===== config.mk =====
export PLATFORM = sky130hd
export DESIGN_NAME = ipp_addr_calc
export DESIGN_NICKNAME = d
export VERILOG_FILES = /design/src/rtl/ipp_pkg.sv /design/src/rtl/ipp_addr_calc.sv
export SDC_FILE = /design/constraint.sdc
export NUM_CORES = 1
export LEC_CHECK = 0
export BUFFER_PORTS_ARGS = -buffer_cell sky130_fd_sc_hd__clkbuf_2
export CORE_UTILIZATION = 40
export DETAILED_ROUTE_END_ITERATION = 10
export GPL_TIMING_DRIVEN = 0
export PLACE_DENSITY_LB_ADDON = 0.2
export SETUP_SLACK_MARGIN = 0.1
export SLEW_MARGIN = 20
export SYNTH_ARGS = -nofsm -noshare
export SYNTH_HDL_FRONTEND = slang
export SYNTH_SLANG_ARGS = --single-unit

===== constraint.sdc =====
create_clock -name vclk -period 7.3
set_input_delay 0.73 -clock vclk [all_inputs]
set_output_delay 0.73 -clock vclk [all_outputs]
set_load 0.05 [all_outputs]

===== src/rtl/ipp_pkg.sv =====
package ipp_pkg;

    localparam int SCREEN_BYTES_DEF  = 16384;
    localparam int BYTES_PER_ROW_DEF = 80;

    localparam logic [15:0] SCREEN_BASE  = 16'hC000;
    localparam logic [8:0]  X_MAX_MODE0  = 9'd159;
    localparam logic [8:0]  X_MAX_MODE1  = 9'd319;
    localparam logic [7:0]  Y_MAX        = 8'd199;

    localparam logic OP_PLOT = 1'b0;
    localparam logic OP_READ = 1'b1;

    localparam logic MODE_2PIX = 1'b0;
    localparam logic MODE_4PIX = 1'b1;

    // decoded request, held while the memory access is in flight
    typedef struct packed {
        logic       opcode;
        logic       oor;
        logic       mode;
        logic [1:0] pix;
        logic [3:0] pen;
    } ipp_req_t;

endpackage


===== src/rtl/ipp_addr_calc.sv =====
module ipp_addr_calc
    import ipp_pkg::*;
#(
    parameter int SCREEN_BYTES  = SCREEN_BYTES_DEF,
    parameter int BYTES_PER_ROW = BYTES_PER_ROW_DEF
)
(
    input  logic                            mode,
    input  logic                            opcode,
    input  logic [8:0]                      x,
    input  logic [7:0]                      y,
    input  logic [3:0]                      color,
    output ipp_req_t                        req,
    output logic [$clog2(SCREEN_BYTES)-1:0] offset
);

    localparam int AW          = $clog2(SCREEN_BYTES);
    localparam int LINE_STRIDE = SCREEN_BYTES / 8;

    logic [8:0]  x_max;
    logic [7:0]  col;
    logic [15:0] sum;

    always_comb
    begin
        x_max = (mode == MODE_4PIX) ? X_MAX_MODE1 : X_MAX_MODE0;
        col   = (mode == MODE_4PIX) ? 8'(x >> 2) : 8'(x >> 1);

        // character row * row pitch + scan line * line stride + column
        sum = 16'(16'(y[7:3]) * 16'(BYTES_PER_ROW))
            + 16'(16'(y[2:0]) * 16'(LINE_STRIDE))
            + 16'(col);
        offset = sum[AW-1:0];

        req.opcode = opcode;
        req.oor    = (x > x_max) || (y > Y_MAX);
        req.mode   = mode;
        req.pix    = (mode == MODE_4PIX) ? x[1:0] : {1'b0, x[0]};
        req.pen    = (mode == MODE_4PIX) ? {2'b00, color[1:0]} : color;
    end

endmodule


==> results of run 1 <==
-- worst max-delay path by stage --
stage,to,depth (start not counted)
6_report,offset[12],13
5_1_grt,offset[12],13
4_1_cts,offset[12],13
3_3_place_gp,offset[12],13
3_5_place_dp,offset[12],13
2_1_floorplan,offset[12],11
-- per-stage QoR --
step / utilization [%] / total power (µW) / area [µm²] / instances / hold slack (ns)
global placement: 57.1 / 146 / 986 / 160 / 1.79
global route: 57.1 / 158 / 986 / 160 / 1.79
floorplan: - / 116 / 739 / 92 / 1.63
CTS: 57.1 / 149 / 986 / 160 / 1.79
finish: 57.1 / 147 / 986 / 160 / 1.79
detailed placement: 57.1 / 148 / 986 / 160 / 1.79
-- cell families after synthesis --
| group | after synthesis | share of synthesized area (%) |
|---|---|---|
| adder cells (fa/ha/maj) | 16 | 29.1 |
| AND/OR/NAND/NOR | 26 | 21.5 |
| AO/OA/AOI/OAI | 19 | 18.6 |
| multiplexers | 8 | 11.8 |
| buffers and inverters | 16 | 10.7 |
| XOR/XNOR | 7 | 8.29 |
-- power by group through the flow --
stage / combinational, µW / clock [µW] / sequential, µW
final: 147 / 0 / 0
after global routing: 158 / 0 / 0
after CTS: 149 / 0 / 0
after detailed placement: 148 / 0 / 0
after global placement: 146 / 0 / 0
after floorplan: 116 / 0 / 0
-- layer usage --
metal	GRT usage [%]	up-vias	part of all wire [%]
li1	-	421	-
met1	24.0	370	47
met2	32.5	23	48
met3	0	0	4.7
met4	0	0	0
met5	0	-	0
-- layout make-up --
type	instances	area [µm²]
Inverter	10	37.5
Tap cell	25	31.3
Buffer	6	41.3
Multi-Input combinational cell	76	661
Timing Repair Buffer	43	215
Fill cell	174	741
-- cells in the mapped netlist (2+ instances only) --
master	instances
sky130_fd_sc_hd__ha_1	14
sky130_fd_sc_hd__a21oi_1	4
sky130_fd_sc_hd__or2_2	2
sky130_fd_sc_hd__mux2_2	6
sky130_fd_sc_hd__nand2_1	3
sky130_fd_sc_hd__o21ai_0	2
sky130_fd_sc_hd__buf_4	5
sky130_fd_sc_hd__fa_1	2
sky130_fd_sc_hd__xor2_1	2
sky130_fd_sc_hd__nor2b_1	5
sky130_fd_sc_hd__nand3_1	5
sky130_fd_sc_hd__xnor2_1	5
sky130_fd_sc_hd__inv_1	10
sky130_fd_sc_hd__mux2i_1	2
sky130_fd_sc_hd__nand4_1	2
sky130_fd_sc_hd__o21a_1	3
==> impl_results.md, run 1 <==
- Summed negative setup slack over all endpoints: 0 ns
- Diode count: 0
- Syn Inst Count: 92
- Total nets after synthesis: 131
- Minimum clock period: 4.28 ns
- Type of the worst setup path: in2out
- Number of antenna violations at the first check in global routing: 0
- Switching share of power: 69.7%
- Power density normalized to cell area: 149 nW/µm²
- Standard-cell row count: 15
- Unrepaired setup endpoints after global routing: false
- Routed via count divided by cell count: about 5
- Pin count of the biggest net entering global routing: 11
- Number of failing setup endpoints in the final timing report: 0
- Worst slew margin relative to its limit: between 60% and 70%
- Number of instances resized during post-cts repair: 0
- Top fanout value on the critical path: 4
- Wire length of the first global-routing pass: between 2 and 3 mm
- Combined flip-flop and latch cell area: 0 µm²
- Port Buf Inserts: 43
- Total wire length after detailed routing: 1.64 mm
- Final routed DRC violation total: 0
- Cell depth of the worst min-delay path: 2
- Max-slew violation count: 0
- Final hold viol count: 0
- Leading cell types in the layout, fill and taps excluded: sky130_fd_sc_hd__clkbuf_2 (43), sky130_fd_sc_hd__ha_1 (14), sky130_fd_sc_hd__inv_1 (10)
- Highest achievable clock rate: 234 MHz
- Fraction of post-synthesis cell area in the top cell type by area: 23.7%
- Count of buffering cells on the critical path with inverters included: 3
- Logic pwr share: 100.0%
- DR iter-0 viols: 5
- Layout overhead on the synthesized area: 33.3%
- Mapped cell area: 739 µm²
- Critical path data required time: 6.57 ns
- Number of warnings reported in the yosys synthesis log: 0
- Worst setup SP type: input port
- Internal Pwr Total: 44.5 µW
- Arrival time at the worst endpoint: 3.55 ns
- Static power due to leakage: 0.000519 µW
- Number of violations of the max-capacitance limit: 0
- Max stage delay on crit path: 0.35 ns
- Initial cell density of the core: 42.8%
- Hold_buf cts: 0
- Core area: roughly 1700 µm²
- Result of the run: complete, no violations
- Number of different library cells in the post-synthesis netlist: 36
- Switching power summed over all nets: 103 µW
- Via count: 814
- Die Y-Extent: 45.0 µm
- Setup Fix Bufs, Post-CTS: 0
- Most frequent cell on the critical path: sky130_fd_sc_hd__ha_1
- DRT antenna net count: 0
- Dpl hpwl: 1.49 mm
- Commonest non-fill, non-tap cell in the layout: sky130_fd_sc_hd__clkbuf_2
- Count of clock buffers in the final design: 0
- Total GRT Usage: 17.5%
- Sequential cell area fraction in the yosys report: 0%
- Global placer's final weighted congestion: approximately 0.78
- Syn_area_per_cell: around 8 µm²
- Hold Path End: req[1]
- Synth area leaders: sky130_fd_sc_hd__ha_1 (24%), sky130_fd_sc_hd__mux2_2 (9.1%), sky130_fd_sc_hd__xnor2_1 (5.9%)
- I/O pin cnt: 46
- First-pass iteration count of the detailed router: 4
- Crit path launch: y[4]
- Final sequential cell count: 0
- Number of nets in the layout: between 150 and 200
- Fin crit share: 58.6%
- Slowest CP cell: sky130_fd_sc_hd__or3b_1
- Via count of the first global-routing pass: between 700 and 800
- Worst-case setup slack after placement: between 3 and 4 ns
- Fraction of final layout cells sized beyond drive strength 1: a little over two fifths
- Remaining global-route overflow: 0
- Clock network fraction of total power: 0%
- Detailed-route wire length per cell: 10.2 µm
- Cell taking the most area after synthesis: sky130_fd_sc_hd__ha_1
- Critical path, cell by cell: clkbuf_2 > ha_1 > ha_1 > inv_1 > fa_1 > nor2b_1 > o21a_1 > ha_1 > or3b_1 > a211o_1 > a221o_1 > o2111ai_1 > clkbuf_2
- Kind of end point of the critical path: output pin
- Transition time at the pin with the least slew margin: ~0.48 ns
- Peak supply drop: ~0.096 mV
- Chip Width: approximately 45 µm
- Dominant delay contributor by cell family on the critical path: adder cells
- Hold crit path type: in2out
- Floorplan die area: 2020 µm²
- Smallest setup slack after layout: 3.02 ns
- Sequential Power Share: 0%
- Startpoint of the lowest-slack hold path: color[1]
(Power assumes the default switching activity.)
==> run 2: changes to the inputs <==
--- a/config.mk
+++ b/config.mk
@@ -5,6 +5,7 @@
 export SDC_FILE = /design/constraint.sdc
 export NUM_CORES = 1
 export LEC_CHECK = 0
+export ABC_AREA = 1
 export BUFFER_PORTS_ARGS = -buffer_cell sky130_fd_sc_hd__clkbuf_2
 export CORE_UTILIZATION = 40
 export DETAILED_ROUTE_END_ITERATION = 10
==> constraint.sdc (replaced) <==
create_clock -name vclk -period 4.3
set_input_delay 0.43 -clock vclk [all_inputs]
set_output_delay 0.43 -clock vclk [all_outputs]
set_load 0.05 [all_outputs]
==> run 2 against run 1 <==
- die area shrank 3.9%
- utilization is 2.8 points higher
- flip-flop and latch count is the same
- synthesized cell count rose by 28%
- first-iteration DRC count grew to 2.6 times the previous value
- global-route usage grew 0.23 points
- power grew 64%
==> impl_results.md, run 2 <==
- # fillers: 158 (-9.2%)
- Standard-cell row count: 14 (-1)
- Hold crit path type: in2out
- Max stage delay on crit path: 0.39 ns (+0.04 ns)
- Initial cell density of the core: 45.0% (+2.2 points)
- Dpl hpwl: 1.49 mm (-0.42%)
- Arrival time at the worst endpoint: 2.58 ns (-0.97 ns)
- Worst-case setup slack after placement: 1.27 ns (-1.74 ns)
- Total GRT Usage: 17.7% (+0.23 points)
- Layout overhead on the synthesized area: 33.2%
- I/O pin cnt: 46 (unchanged)
- Peak supply drop: 0.138 mV (+43%)
- Global placer's final weighted congestion: 0.812 (+3.7%)
- Synth area leaders: sky130_fd_sc_hd__ha_1 (25%), sky130_fd_sc_hd__nand2_1 (18%), sky130_fd_sc_hd__inv_1 (12%)
- DRT antenna net count: 0 (unchanged)
- Via count: 838 (+2.9%)
- Final routed DRC violation total: 0 (unchanged)
- Smallest setup slack after layout: 1.29 ns (-1.74 ns)
- Diode count: 0 (unchanged)
- Fraction of final layout cells sized beyond drive strength 1: 32.9% (-10 points)
- Number of warnings reported in the yosys synthesis log: 0 (unchanged)
- Final sequential cell count: 0 (unchanged)
- Capture point of the critical path: offset[13]
- Type of the worst setup path: in2out
- Crit path launch: y[4]
- Total nets after synthesis: 157 (+20%)
- Die Y-Extent: 44.1 µm (-2.0%)
- Fin crit share: 70.1%
- Floorplan die area: 1950 µm² (-3.9%)
- Pin count of the biggest net entering global routing: 11 (unchanged)
- Critical path, cell by cell: clkbuf_2 > ha_1 > ha_1 > inv_1 > fa_1 > o21ai_0 > ha_1 > nand2_1 > inv_1 > nand4_1 > nand3_1 > nand2_1 > clkbuf_2
- Slowest CP cell: sky130_fd_sc_hd__fa_1
- Syn Inst Count: 118 (+28%)
- Number of violations of the max-capacitance limit: 0 (unchanged)
- Commonest non-fill, non-tap cell in the layout: sky130_fd_sc_hd__clkbuf_2
- Count of clock buffers in the final design: 0 (unchanged)
- Max-slew violation count: 0 (unchanged)
- Number of nets in the layout: 202 (+15%)
- Number of failing setup endpoints in the final timing report: 0 (unchanged)
- Area of the multi-input gates: 581 µm² (-12%)
- Number of antenna violations at the first check in global routing: 0 (unchanged)
- Setup Fix Bufs, Post-CTS: 0 (unchanged)
- Port Buf Inserts: 43 (unchanged)
- Core area: 1580 µm² (-8.7%)
- Syn_area_per_cell: 6.01 µm² (-25%)
- Sequential cell area fraction in the yosys report: 0% (unchanged)
- Unrepaired setup endpoints after global routing: false
- Combined flip-flop and latch cell area: 0 µm² (unchanged)
- Worst slew margin relative to its limit: 76.4% (+8.5 points)
- Top fanout value on the critical path: 4 (unchanged)
- Leading cell types in the layout, fill and taps excluded: sky130_fd_sc_hd__clkbuf_2 (43), sky130_fd_sc_hd__nand2_1 (34), sky130_fd_sc_hd__inv_1 (23)
- Mapped cell area: 709 µm² (-4.1%)
- Routed via count divided by cell count: 4.73 (-6.9%)
- Via count of the first global-routing pass: 717 (+2.3%)
- Kind of end point of the critical path: output pin
- Highest achievable clock rate: 332 MHz
- Wire length of the first global-routing pass: 2.79 mm (+0.25%)
- Startpoint of the lowest-slack hold path: opcode
- Remaining global-route overflow: 0 (unchanged)
- Number of different library cells in the post-synthesis netlist: 20 (-44%)
- Power density normalized to cell area: 256 nW/µm² (+71%)
- Worst setup SP type: input port
- Most frequent cell on the critical path: sky130_fd_sc_hd__ha_1
- Critical path data required time: 3.87 ns (-2.70 ns)
- Final hold viol count: 0 (unchanged)
- Result of the run: complete, no violations
- Final Hold Slack: 1.19 ns (-0.600 ns)
- Core Util, Final: 59.9% (+2.8 points)
- Number of instances resized during post-cts repair: 0 (unchanged)
- List of most frequent post-synthesis cells: sky130_fd_sc_hd__nand2_1 (34), sky130_fd_sc_hd__inv_1 (23), sky130_fd_sc_hd__ha_1 (14)
- Total power after layout: 242 µW (+64%)
- Hold_buf cts: 0 (unchanged)
- Total wire length after detailed routing: 1.65 mm (+0.79%)
- DR iter-0 viols: 13 (+8)
- Static power due to leakage: 0.000622 µW (+20%)
- Cell taking the most area after synthesis: sky130_fd_sc_hd__ha_1
- Summed negative setup slack over all endpoints: 0 ns (unchanged)
- Detailed-route wire length per cell: 9.32 µm (-8.9%)
- Cell with the most instances after synthesis: sky130_fd_sc_hd__nand2_1
- Transition time at the pin with the least slew margin: 0.350 ns (-0.131 ns)
- Chip Width: 44.1 µm (-2.0%)
- Fraction of post-synthesis cell area in the top cell type by area: 24.7% (+1.0 points)
- First-pass iteration count of the detailed router: 6 (+2)
- Minimum clock period: 3.01 ns
[run 2: routing by layer]
metal | part of all wire [%] | track usage, % | up-vias
met4 | 0 | 0 | 0
met1 | 47 | 24.6 | 354
li1 | - | - | 457
met5 | 0 | 0 | -
met2 | 47 | 32.6 | 27
met3 | 5.2 | 0 | 0
[run 2: area by class of cell]
type / count / area share, %
multi-input combinational: 89 / 61.5
timing repair buffer: 43 / 22.8
inverter: 23 / 9.14
buffer: 6 / 4.50
tap: 16 / 2.12
[run 2: worst min-delay path by stage]
stage                   to  slack (ns)  cells after the start
floorplan           req[0]        1.03                      1
global placement    req[8]        1.19                      2
detailed placement  req[1]        1.19                      2
CTS                 req[8]        1.19                      2
global route        req[8]        1.19                      2
finish              req[8]        1.19                      2
[run 2: worst max-delay path, delay by kind of cell]
family	cells	cell delay, ns
compound gates	1	0.22
fa+ha+maj	4	1.15
buf+inv	4	0.49
simple gates	4	0.30
[run 2: logic make-up (layout without fill, tap and decap cells)]
group	Yosys count	count (layout)	share of synthesized area (%)
AND/OR/NAND/NOR	53	53	32.4
buffers and inverters	29	72	18.2
adder cells (fa/ha/maj)	16	16	30.3
AO/OA/AOI/OAI	13	13	10.4
XOR/XNOR	7	7	8.64
[run 2: through the flow]
step / cell area [µm²] / std cells
6_report: 945 / 177
5_1_grt: 945 / 177
4_1_cts: 945 / 177
3_5_place_dp: 945 / 177
3_3_place_gp: 945 / 177
2_1_floorplan: 709 / 118
[run 2: where the power goes]
group / leakage [µW] / switching, µW / internal, µW
clock: 0 / 0 / 0
sequential: 0 / 0 / 0
combinational: 0.000622 / 177 / 64.8
